### config.mk
export PLATFORM = sky130hd
export DESIGN_NAME = rgbw_led_strip_slot_encoder
export DESIGN_NICKNAME = d
export VERILOG_FILES = /design/src/rtl/rgbw_enc_pkg.sv /design/src/rtl/rgbw_led_strip_slot_encoder.sv
export SDC_FILE = /design/constraint.sdc
export NUM_CORES = 2
export LEC_CHECK = 0
export ABC_CLOCK_PERIOD_IN_PS = 6800
export BUFFER_PORTS_ARGS = -buffer_cell sky130_fd_sc_hd__buf_2
export CORE_MARGIN = 2
export CORE_UTILIZATION = 55
export CTS_CLUSTER_DIAMETER = 50
export DETAILED_ROUTE_END_ITERATION = 7
export MAX_ROUTING_LAYER = met4
export PLACE_DENSITY = 0.72
export SYNTH_ARGS = -nofsm -noshare
export SYNTH_HDL_FRONTEND = slang
export SYNTH_SLANG_ARGS = --single-unit
### constraint.sdc
create_clock -name clock -period 6.8 [get_ports clock]
set_input_delay 0.34 -clock clock [delete_from_list [all_inputs] [get_ports clock]]
set_output_delay 0.34 -clock clock [all_outputs]
set_load 0.02 [all_outputs]
### src/rtl/rgbw_enc_pkg.sv
// Types and constants shared by the RGBW LED strip slot encoder.
package rgbw_enc_pkg;

   localparam int MAX_LEDS = 64;
   localparam int MEM_AW   = $clog2(MAX_LEDS);
   localparam int LED_W    = 7;
   localparam int BIT_W    = 5;
   localparam int DUTY_W   = 16;
   localparam int CSR_W    = 16;
   localparam int WORD_W   = 32;

   localparam logic [LED_W-1:0] MAX_LEDS_V = LED_W'(MAX_LEDS);
   localparam logic [BIT_W-1:0] BIT_TOP    = BIT_W'(WORD_W - 1);

   // Commands carried by an input item
   localparam logic [1:0] CMD_SET_ONE   = 2'd0;
   localparam logic [1:0] CMD_SET_ALL   = 2'd1;
   localparam logic [1:0] CMD_SET_RANGE = 2'd2;
   localparam logic [1:0] CMD_TICK      = 2'd3;

   // Register indexes on the csr port
   localparam logic [1:0] CSR_LED_COUNT   = 2'd0;
   localparam logic [1:0] CSR_ONE_DUTY    = 2'd1;
   localparam logic [1:0] CSR_ZERO_DUTY   = 2'd2;
   localparam logic [1:0] CSR_LATCH_SLOTS = 2'd3;

   typedef struct packed {
      logic [1:0] command;
      logic [7:0] led_index;
      logic [7:0] range_last;
      logic [7:0] green;
      logic [7:0] red;
      logic [7:0] blue;
      logic [7:0] white;
   } req_type;

   typedef struct packed {
      logic              status;
      logic              slot_valid;
      logic [DUTY_W-1:0] duty;
      logic              frame_last;
      logic              busy_res;
   } rsp_type;

endpackage

### src/rtl/rgbw_led_strip_slot_encoder.sv
// RGBW LED strip slot encoder: colour store, write commands and slot sequencer.
//
// Usage: the req channel (valid/stall) carries one command per item: set one LED,
// set all LEDs, set an inclusive range, or a slot tick. Every item gives exactly
// one rsp item. Writes update the 64-entry colour store and mark a frame pending;
// ticks step the frame out, one compare value per tick, each LED sending green,
// red, blue, white MSB first, then latch_slots slots of duty zero.
// Path of an item: set one, a bad index and an idle tick go from EXEC to DONE;
// a tick in the data phase goes EXEC, READ (store read is registered), SLOT,
// DONE, in the latch phase EXEC, SLOT, DONE; set all / set range that write
// LEDs pass through FILL between EXEC and DONE, one store write per cycle.
// One item is in work at a time; the next is taken when the FSM is in idle.
// The rsp register holds a finished item while rsp_stall is high; the next item
// is accepted and worked meanwhile and waits in its last state for the slot.
// Reset (synchronous, active high) reads the whole store as zero at once via
// per-entry valid bits, stops any frame and loads defaults: led_count 64, duties 0,
// latch_slots 50. The user writes the csr port only while idle (not enforced).
module rgbw_led_strip_slot_encoder (
   input  logic                        clock,
   input  logic                        reset,
   input  logic                        req_valid,
   output logic                        req_stall,
   input  rgbw_enc_pkg::req_type       req_data,
   output logic                        rsp_valid,
   input  logic                        rsp_stall,
   output rgbw_enc_pkg::rsp_type       rsp_data,
   input  logic                        csr_we,
   input  logic [1:0]                  csr_index,
   input  logic [rgbw_enc_pkg::CSR_W-1:0] csr_wdata
);
   import rgbw_enc_pkg::*;

   typedef enum logic [5:0] {
      ST_IDLE = 6'b000001,
      ST_EXEC = 6'b000010,
      ST_FILL = 6'b000100,
      ST_READ = 6'b001000,
      ST_SLOT = 6'b010000,
      ST_DONE = 6'b100000
   } state_type;

   state_type           state_ff, state_in;
   req_type             item_ff, item_in;
   rsp_type             res_ff, res_in;
   rsp_type             rsp_data_ff, rsp_data_in;
   logic                rsp_valid_ff, rsp_valid_in;

   logic [LED_W-1:0]    led_count_ff;
   logic [DUTY_W-1:0]   one_duty_ff;
   logic [DUTY_W-1:0]   zero_duty_ff;
   logic [7:0]          latch_slots_ff;

   logic                active_ff, active_in;
   logic                pending_ff, pending_in;
   logic [LED_W-1:0]    led_pos_ff, led_pos_in;
   logic [BIT_W-1:0]    bit_pos_ff, bit_pos_in;
   logic [7:0]          latch_ff, latch_in;
   logic [MEM_AW-1:0]   ptr_ff, ptr_in;
   logic [MEM_AW-1:0]   end_ff, end_in;

   logic [WORD_W-1:0]   mem [MAX_LEDS];
   logic [MAX_LEDS-1:0] valid_ff;
   logic [WORD_W-1:0]   rd_ff;
   logic                rdv_ff;

   logic                wr_en;
   logic [MEM_AW-1:0]   wr_addr;
   logic                rd_en;
   logic [WORD_W-1:0]   word;
   logic [LED_W-1:0]    n;
   logic                do_write;
   logic                start;
   logic                out_free;
   logic                slot_bit;

   assign n        = (led_count_ff > MAX_LEDS_V) ? MAX_LEDS_V : led_count_ff;
   assign word     = {item_ff.green, item_ff.red, item_ff.blue, item_ff.white};
   assign out_free = !rsp_valid_ff || !rsp_stall;
   assign slot_bit = rdv_ff & rd_ff[bit_pos_ff];

   always_comb begin
      state_in     = state_ff;
      item_in      = item_ff;
      res_in       = res_ff;
      active_in    = active_ff;
      pending_in   = pending_ff;
      led_pos_in   = led_pos_ff;
      bit_pos_in   = bit_pos_ff;
      latch_in     = latch_ff;
      ptr_in       = ptr_ff;
      end_in       = end_ff;
      wr_en        = 1'b0;
      wr_addr      = ptr_ff;
      rd_en        = 1'b0;
      do_write     = 1'b0;
      start        = 1'b0;
      rsp_valid_in = rsp_valid_ff && rsp_stall;
      rsp_data_in  = rsp_data_ff;

      unique case (state_ff)
         ST_IDLE: begin
            if (req_valid) begin
               item_in  = req_data;
               state_in = ST_EXEC;
            end
         end
         ST_EXEC: begin
            res_in   = '0;
            state_in = ST_DONE;
            unique case (item_ff.command)
               CMD_SET_ONE: begin
                  if (item_ff.led_index >= {1'b0, n}) begin
                     res_in.status = 1'b1;
                  end else begin
                     wr_en    = 1'b1;
                     wr_addr  = item_ff.led_index[MEM_AW-1:0];
                     do_write = 1'b1;
                  end
               end
               CMD_SET_ALL: begin
                  if (n == '0) begin
                     do_write = 1'b1;
                  end else begin
                     ptr_in   = '0;
                     end_in   = MEM_AW'(n - LED_W'(1));
                     state_in = ST_FILL;
                  end
               end
               CMD_SET_RANGE: begin
                  if (item_ff.led_index >= {1'b0, n} || item_ff.range_last >= {1'b0, n}) begin
                     res_in.status = 1'b1;
                  end else if (item_ff.led_index > item_ff.range_last) begin
                     do_write = 1'b1;
                  end else begin
                     ptr_in   = item_ff.led_index[MEM_AW-1:0];
                     end_in   = item_ff.range_last[MEM_AW-1:0];
                     state_in = ST_FILL;
                  end
               end
               CMD_TICK: begin
                  if (active_ff) begin
                     if (led_pos_ff < n) begin
                        rd_en    = 1'b1;
                        state_in = ST_READ;
                     end else begin
                        state_in = ST_SLOT;
                     end
                  end
               end
            endcase
         end
         ST_FILL: begin
            wr_en   = 1'b1;
            wr_addr = ptr_ff;
            if (ptr_ff == end_ff) begin
               do_write = 1'b1;
               state_in = ST_DONE;
            end else begin
               ptr_in = ptr_ff + MEM_AW'(1);
            end
         end
         ST_READ: begin
            state_in = ST_SLOT;
         end
         ST_SLOT: begin
            res_in.slot_valid = 1'b1;
            if (led_pos_ff < n) begin
               res_in.duty = slot_bit ? one_duty_ff : zero_duty_ff;
               if (bit_pos_ff == '0) begin
                  bit_pos_in = BIT_TOP;
                  led_pos_in = led_pos_ff + LED_W'(1);
               end else begin
                  bit_pos_in = bit_pos_ff - BIT_W'(1);
               end
            end else begin
               res_in.duty = '0;
               latch_in    = (latch_ff == 8'hFF) ? latch_ff : latch_ff + 8'd1;
            end
            if (led_pos_in >= n && latch_in >= latch_slots_ff) begin
               res_in.frame_last = 1'b1;
               if (pending_ff) begin
                  start = 1'b1;
               end else begin
                  active_in = 1'b0;
               end
            end
            state_in = ST_DONE;
         end
         ST_DONE: begin
            if (out_free) begin
               rsp_valid_in         = 1'b1;
               rsp_data_in          = res_ff;
               rsp_data_in.busy_res = active_ff;
               state_in             = ST_IDLE;
            end
         end
         default: begin
            state_in = ST_IDLE;
         end
      endcase

      // an accepted write starts a frame only when none is running
      if (do_write) begin
         pending_in = 1'b1;
         if (!active_ff) begin
            start = 1'b1;
         end
      end
      if (start) begin
         pending_in = 1'b0;
         led_pos_in = '0;
         bit_pos_in = BIT_TOP;
         latch_in   = '0;
         active_in  = !(n == '0 && latch_slots_ff == '0);
      end
   end

   always_ff @(posedge clock) begin
      if (reset) begin
         state_ff       <= ST_IDLE;
         rsp_valid_ff   <= 1'b0;
         active_ff      <= 1'b0;
         pending_ff     <= 1'b0;
         led_pos_ff     <= '0;
         bit_pos_ff     <= BIT_TOP;
         latch_ff       <= '0;
         valid_ff       <= '0;
         led_count_ff   <= MAX_LEDS_V;
         one_duty_ff    <= '0;
         zero_duty_ff   <= '0;
         latch_slots_ff <= 8'd50;
      end else begin
         state_ff     <= state_in;
         rsp_valid_ff <= rsp_valid_in;
         active_ff    <= active_in;
         pending_ff   <= pending_in;
         led_pos_ff   <= led_pos_in;
         bit_pos_ff   <= bit_pos_in;
         latch_ff     <= latch_in;
         if (wr_en) begin
            valid_ff[wr_addr] <= 1'b1;
         end
         if (csr_we) begin
            unique case (csr_index)
               CSR_LED_COUNT:   led_count_ff   <= csr_wdata[LED_W-1:0];
               CSR_ONE_DUTY:    one_duty_ff    <= csr_wdata[DUTY_W-1:0];
               CSR_ZERO_DUTY:   zero_duty_ff   <= csr_wdata[DUTY_W-1:0];
               CSR_LATCH_SLOTS: latch_slots_ff <= csr_wdata[7:0];
            endcase
         end
      end
   end

   always_ff @(posedge clock) begin
      item_ff     <= item_in;
      res_ff      <= res_in;
      rsp_data_ff <= rsp_data_in;
      ptr_ff      <= ptr_in;
      end_ff      <= end_in;
   end

   // colour store; an entry never written since reset reads as zero
   always_ff @(posedge clock) begin
      if (wr_en) begin
         mem[wr_addr] <= word;
      end
      if (rd_en) begin
         rd_ff  <= mem[led_pos_ff[MEM_AW-1:0]];
         rdv_ff <= valid_ff[led_pos_ff[MEM_AW-1:0]];
      end
   end

   assign req_stall = (state_ff != ST_IDLE);
   assign rsp_valid = rsp_valid_ff;
   assign rsp_data  = rsp_data_ff;

   a_store_write_in_work: assert property (@(posedge clock) disable iff (reset)
      wr_en |-> (state_ff == ST_EXEC || state_ff == ST_FILL))
      else $error("store written outside a write command");

   a_last_needs_slot: assert property (@(posedge clock) disable iff (reset)
      (rsp_valid && rsp_data.frame_last) |-> rsp_data.slot_valid)
      else $error("frame_last on an item without a slot");

   a_duty_needs_slot: assert property (@(posedge clock) disable iff (reset)
      (rsp_valid && rsp_data.duty != '0) |-> rsp_data.slot_valid)
      else $error("non-zero duty on an item without a slot");

   a_led_pos_bound: assert property (@(posedge clock) disable iff (reset)
      led_pos_ff <= MAX_LEDS_V)
      else $error("LED position beyond the store");

   a_read_before_slot: assert property (@(posedge clock) disable iff (reset)
      (state_ff == ST_READ) |-> $past(rd_en))
      else $error("slot read state entered without a store read");

endmodule

==> impl_metrics.toml <==
[outcome]
status = "completed"

[global_routing]
grt_max_degree = 102
overflow = 0
grt_use_total_pct = 27.6
antenna_found_initial = 6
grt_pass1_wl_um = 322000
grt_pass1_vias = 45200

[route]
post-route-drc-count = 0
drtIter0Drc = 6748
wl_um = 222000
via_per_inst = 6.51
wl_per_cell_um = 31.9
final_antenna_net_count = 0
dr.pass1.iters = 5
vias = 45400

[finish]
area_growth_pct = 13.0
nets = 4738
drive_gt1_share_pct = 26.3
num-fill-cells = 10800
post-route-util_pct = 62.7
antenna_cells = 0

[cts]
insertion_delay_ns = 0.86
post_cts_resized = 0
cts_root_buf = "clkbuf_16"
cts_max_level = 4
clkTransAtPathRegs_ns = 0.06
max-clock-path-buffers = 3
cts_buffers = 227
cts_tree = "done"
numClockSinks = 2322
postCtsSetupBuffers = 0

[die]
core_um2 = 163000
dieArea_um2 = 168000
die_h_um = 410
ios = 95
die_w_um = 410
rows = 148
start_util_pct = 55.5

[worst_setup_path]
startpoint_type = "flop"
cp.arrival_ns = 5.74
critical_path_class = "reg -> reg"
required_ns = 7.33
endpoint_kind = "flop"
crit_fanout = 26

[timing]
slew_headroom_pct = 15.1
finalCritPeriodShare_pct = 76.5
fin_setup_tns_ns = 0
setup_violations = 0
hold_violations = 0
fin_ws_ns = 1.59
fmax_ghz = 0.192
rsz0062_at_grt = "no"
layout_min_cycle_time_ns = 5.21
tightest_slew_ns = 1.27
skew_ns = 0.0433
slew_viol_final = 0

[power_and_ir_drop]
vdd.ir_drop.worst_mv = 0.286
p_leak_nw = 31.1
power_density_nw_per_um2 = 279

[logic_synthesis]
synthCells = 4334
syn_area_um2 = 90500
synth.area.top_cells = "edfxtp_1 72%, mux4_2 15%, dfxtp_1 3.1%, mux2i_1 1.4%, nand2_1 0.79%"
ys_ff_latch = 2322
ys_warn_count = 0
synth-seq-area-share_pct = 75.5
async_flop_share_pct = 0
synth_top_area_share_pct = 72.4
synthDistinctLibCells = 78
synthesis.nets = 4455
syn_area_per_cell_um2 = 20.9
synth_edf_count = 2182
yosys.area.top_type = "edfxtp_1"
synth_flop_cell = "edfxtp_1"

[placement]
place.detailed.hpwl_um = 127000
pre_cts_slack_ns = 1.62
gp_congestion = 0.871
placement.io_buffers = 94

[hold_path]
hold_class = "in -> reg"

[run]
drv_cap = 0
==> cells in the mapped netlist, types with 48 or more instances <==
master        n
edfxtp_1   2182
mux4_2      586
nand2_1     190
dfxtp_1     140
mux2i_1     123
nor2_1      113
clkbuf_1    102
a21oi_1      99
buf_2        80
o2bb2ai_1    64
nor3_1       56
ha_1         48
==> final timing paths <==
path                           startpoint                        endpoint  slack (ns)  depth (start not counted)
max          led_count_ff[6]$_SDFFE_PP1P_           mem[61][10]$_DFFE_PP_        1.59                         10
min                                csr_we  latch_slots_ff[0]$_SDFFE_PP0P_        0.06                          4
max reg2reg  led_count_ff[6]$_SDFFE_PP1P_           mem[61][10]$_DFFE_PP_        1.59                         10
min reg2reg      res_ff[14]$_SDFFCE_PN0P_          rsp_data[14]$_DFFE_PP_        0.42                          0
==> logic make-up after synthesis <==
group                    count (synthesis)  synth area share, %
AO/OA/AOI/OAI                          393                 2.98
XOR/XNOR                                36                0.349
adder cells (fa/ha/maj)                 48                0.664
buffers and inverters                  282                 1.50
flip-flops                            2322                 75.5
multiplexers                           729                 16.2
AND/OR/NAND/NOR                        524                 2.75
==> per-stage QoR <==
stage / power [W] / std cells / instance area [um2] / hold slack (ns)
floorplan: 0.0162 / 4334 / 90500 / 0.400
global placement: 0.0165 / 6492 / 94200 / 0.404
detailed placement: 0.0165 / 6492 / 94200 / 0.406
CTS: 0.0287 / 6984 / 102000 / 0.0000926
global route: 0.0293 / 6984 / 102000 / 0.0664
finish: 0.0286 / 6984 / 102000 / 0.0581
==> final cells by class <==
cell class                      instances  area [um2]  area share (%)
Inverter                               33         129           0.126
Clock inverter                        127        1230            1.20
Timing Repair Buffer                  303        2320            2.27
Clock buffer                          294        6100            5.96
Tap cell                             2175        2720            2.66
Sequential cell                      2322       68300            66.9
Multi-Input combinational cell       1730       21400            20.9
==> placed cells by master (no fill, tap or decap), types with 10 or more instances in the layout <==
| cell | count |
|---|---|
| a211oi_1 | 36 |
| a21o_1 | 10 |
| a21oi_1 | 95 |
| a31oi_1 | 10 |
| buf_2 | 94 |
| buf_4 | 130 |
| bufinv_16 | 16 |
| clkbuf_1 | 54 |
| clkbuf_16 | 230 |
| clkbuf_8 | 10 |
| clkinv_1 | 48 |
| clkinv_2 | 36 |
| dfxtp_1 | 134 |
| dlygate4sd3_1 | 71 |
| edfxtp_1 | 2182 |
| ha_1 | 48 |
| inv_1 | 29 |
| mux2_2 | 16 |
| mux2i_1 | 121 |
| mux4_2 | 586 |
| nand2_1 | 190 |
| nand2b_1 | 10 |
| nand3_1 | 44 |
| nor2_1 | 49 |
| nor2_4 | 64 |
| nor2b_1 | 25 |
| nor3_1 | 56 |
| nor3b_1 | 10 |
| nor4_1 | 11 |
| o21ai_0 | 43 |
| o221ai_1 | 24 |
| o22ai_1 | 45 |
| o2bb2ai_1 | 64 |
| xnor2_1 | 18 |
| xor2_1 | 18 |
==> report_power, final <==
group	total, W	switching [W]	internal [W]
registers	0.0157	0.0000283	0.0157
clock network	0.0123	0.00538	0.00695
logic	0.000498	0.000399	0.0000992
total	0.0286	0.00581	0.0228
==> flip-flops by register name (all words and copies together) (netlist names), 16 cells and up <==
name	cells
item_ff	50
one_duty_ff	16
res_ff	19
rd_ff	32
zero_duty_ff	16
mem	2048
rsp_data	20
valid_ff	64
==> critical path, cell delays in order (launching register included) <==
cell and delay [ns]:
dfxtp_1 0.41, clkinv_1 0.32, nand2_1 0.29, ha_1 0.27, and4b_1 0.21, a221oi_2 0.28
o21ai_2 0.22, nor3_4 0.89, mux2_2 0.66, nor2_4 0.93, buf_4 0.32
==> routing by layer <==
layer  GRT usage, %  share of wire, %  routed length (um)  vias up
met5              -                 0                   0        -
met1           38.7                39               86700    23800
met2           42.1                48              108000     2598
li1               -                 -                   -    18600
met4           7.71               2.7                5940        0
met3           5.28                10               22300      387
==> what timing repair did <==
item,CTS,global route
hold buffers,71,0
hold endpoints to repair,102,0
endpoints found under the setup margin,0,0
No activity file was read; power rests on OpenSTA's default activity.
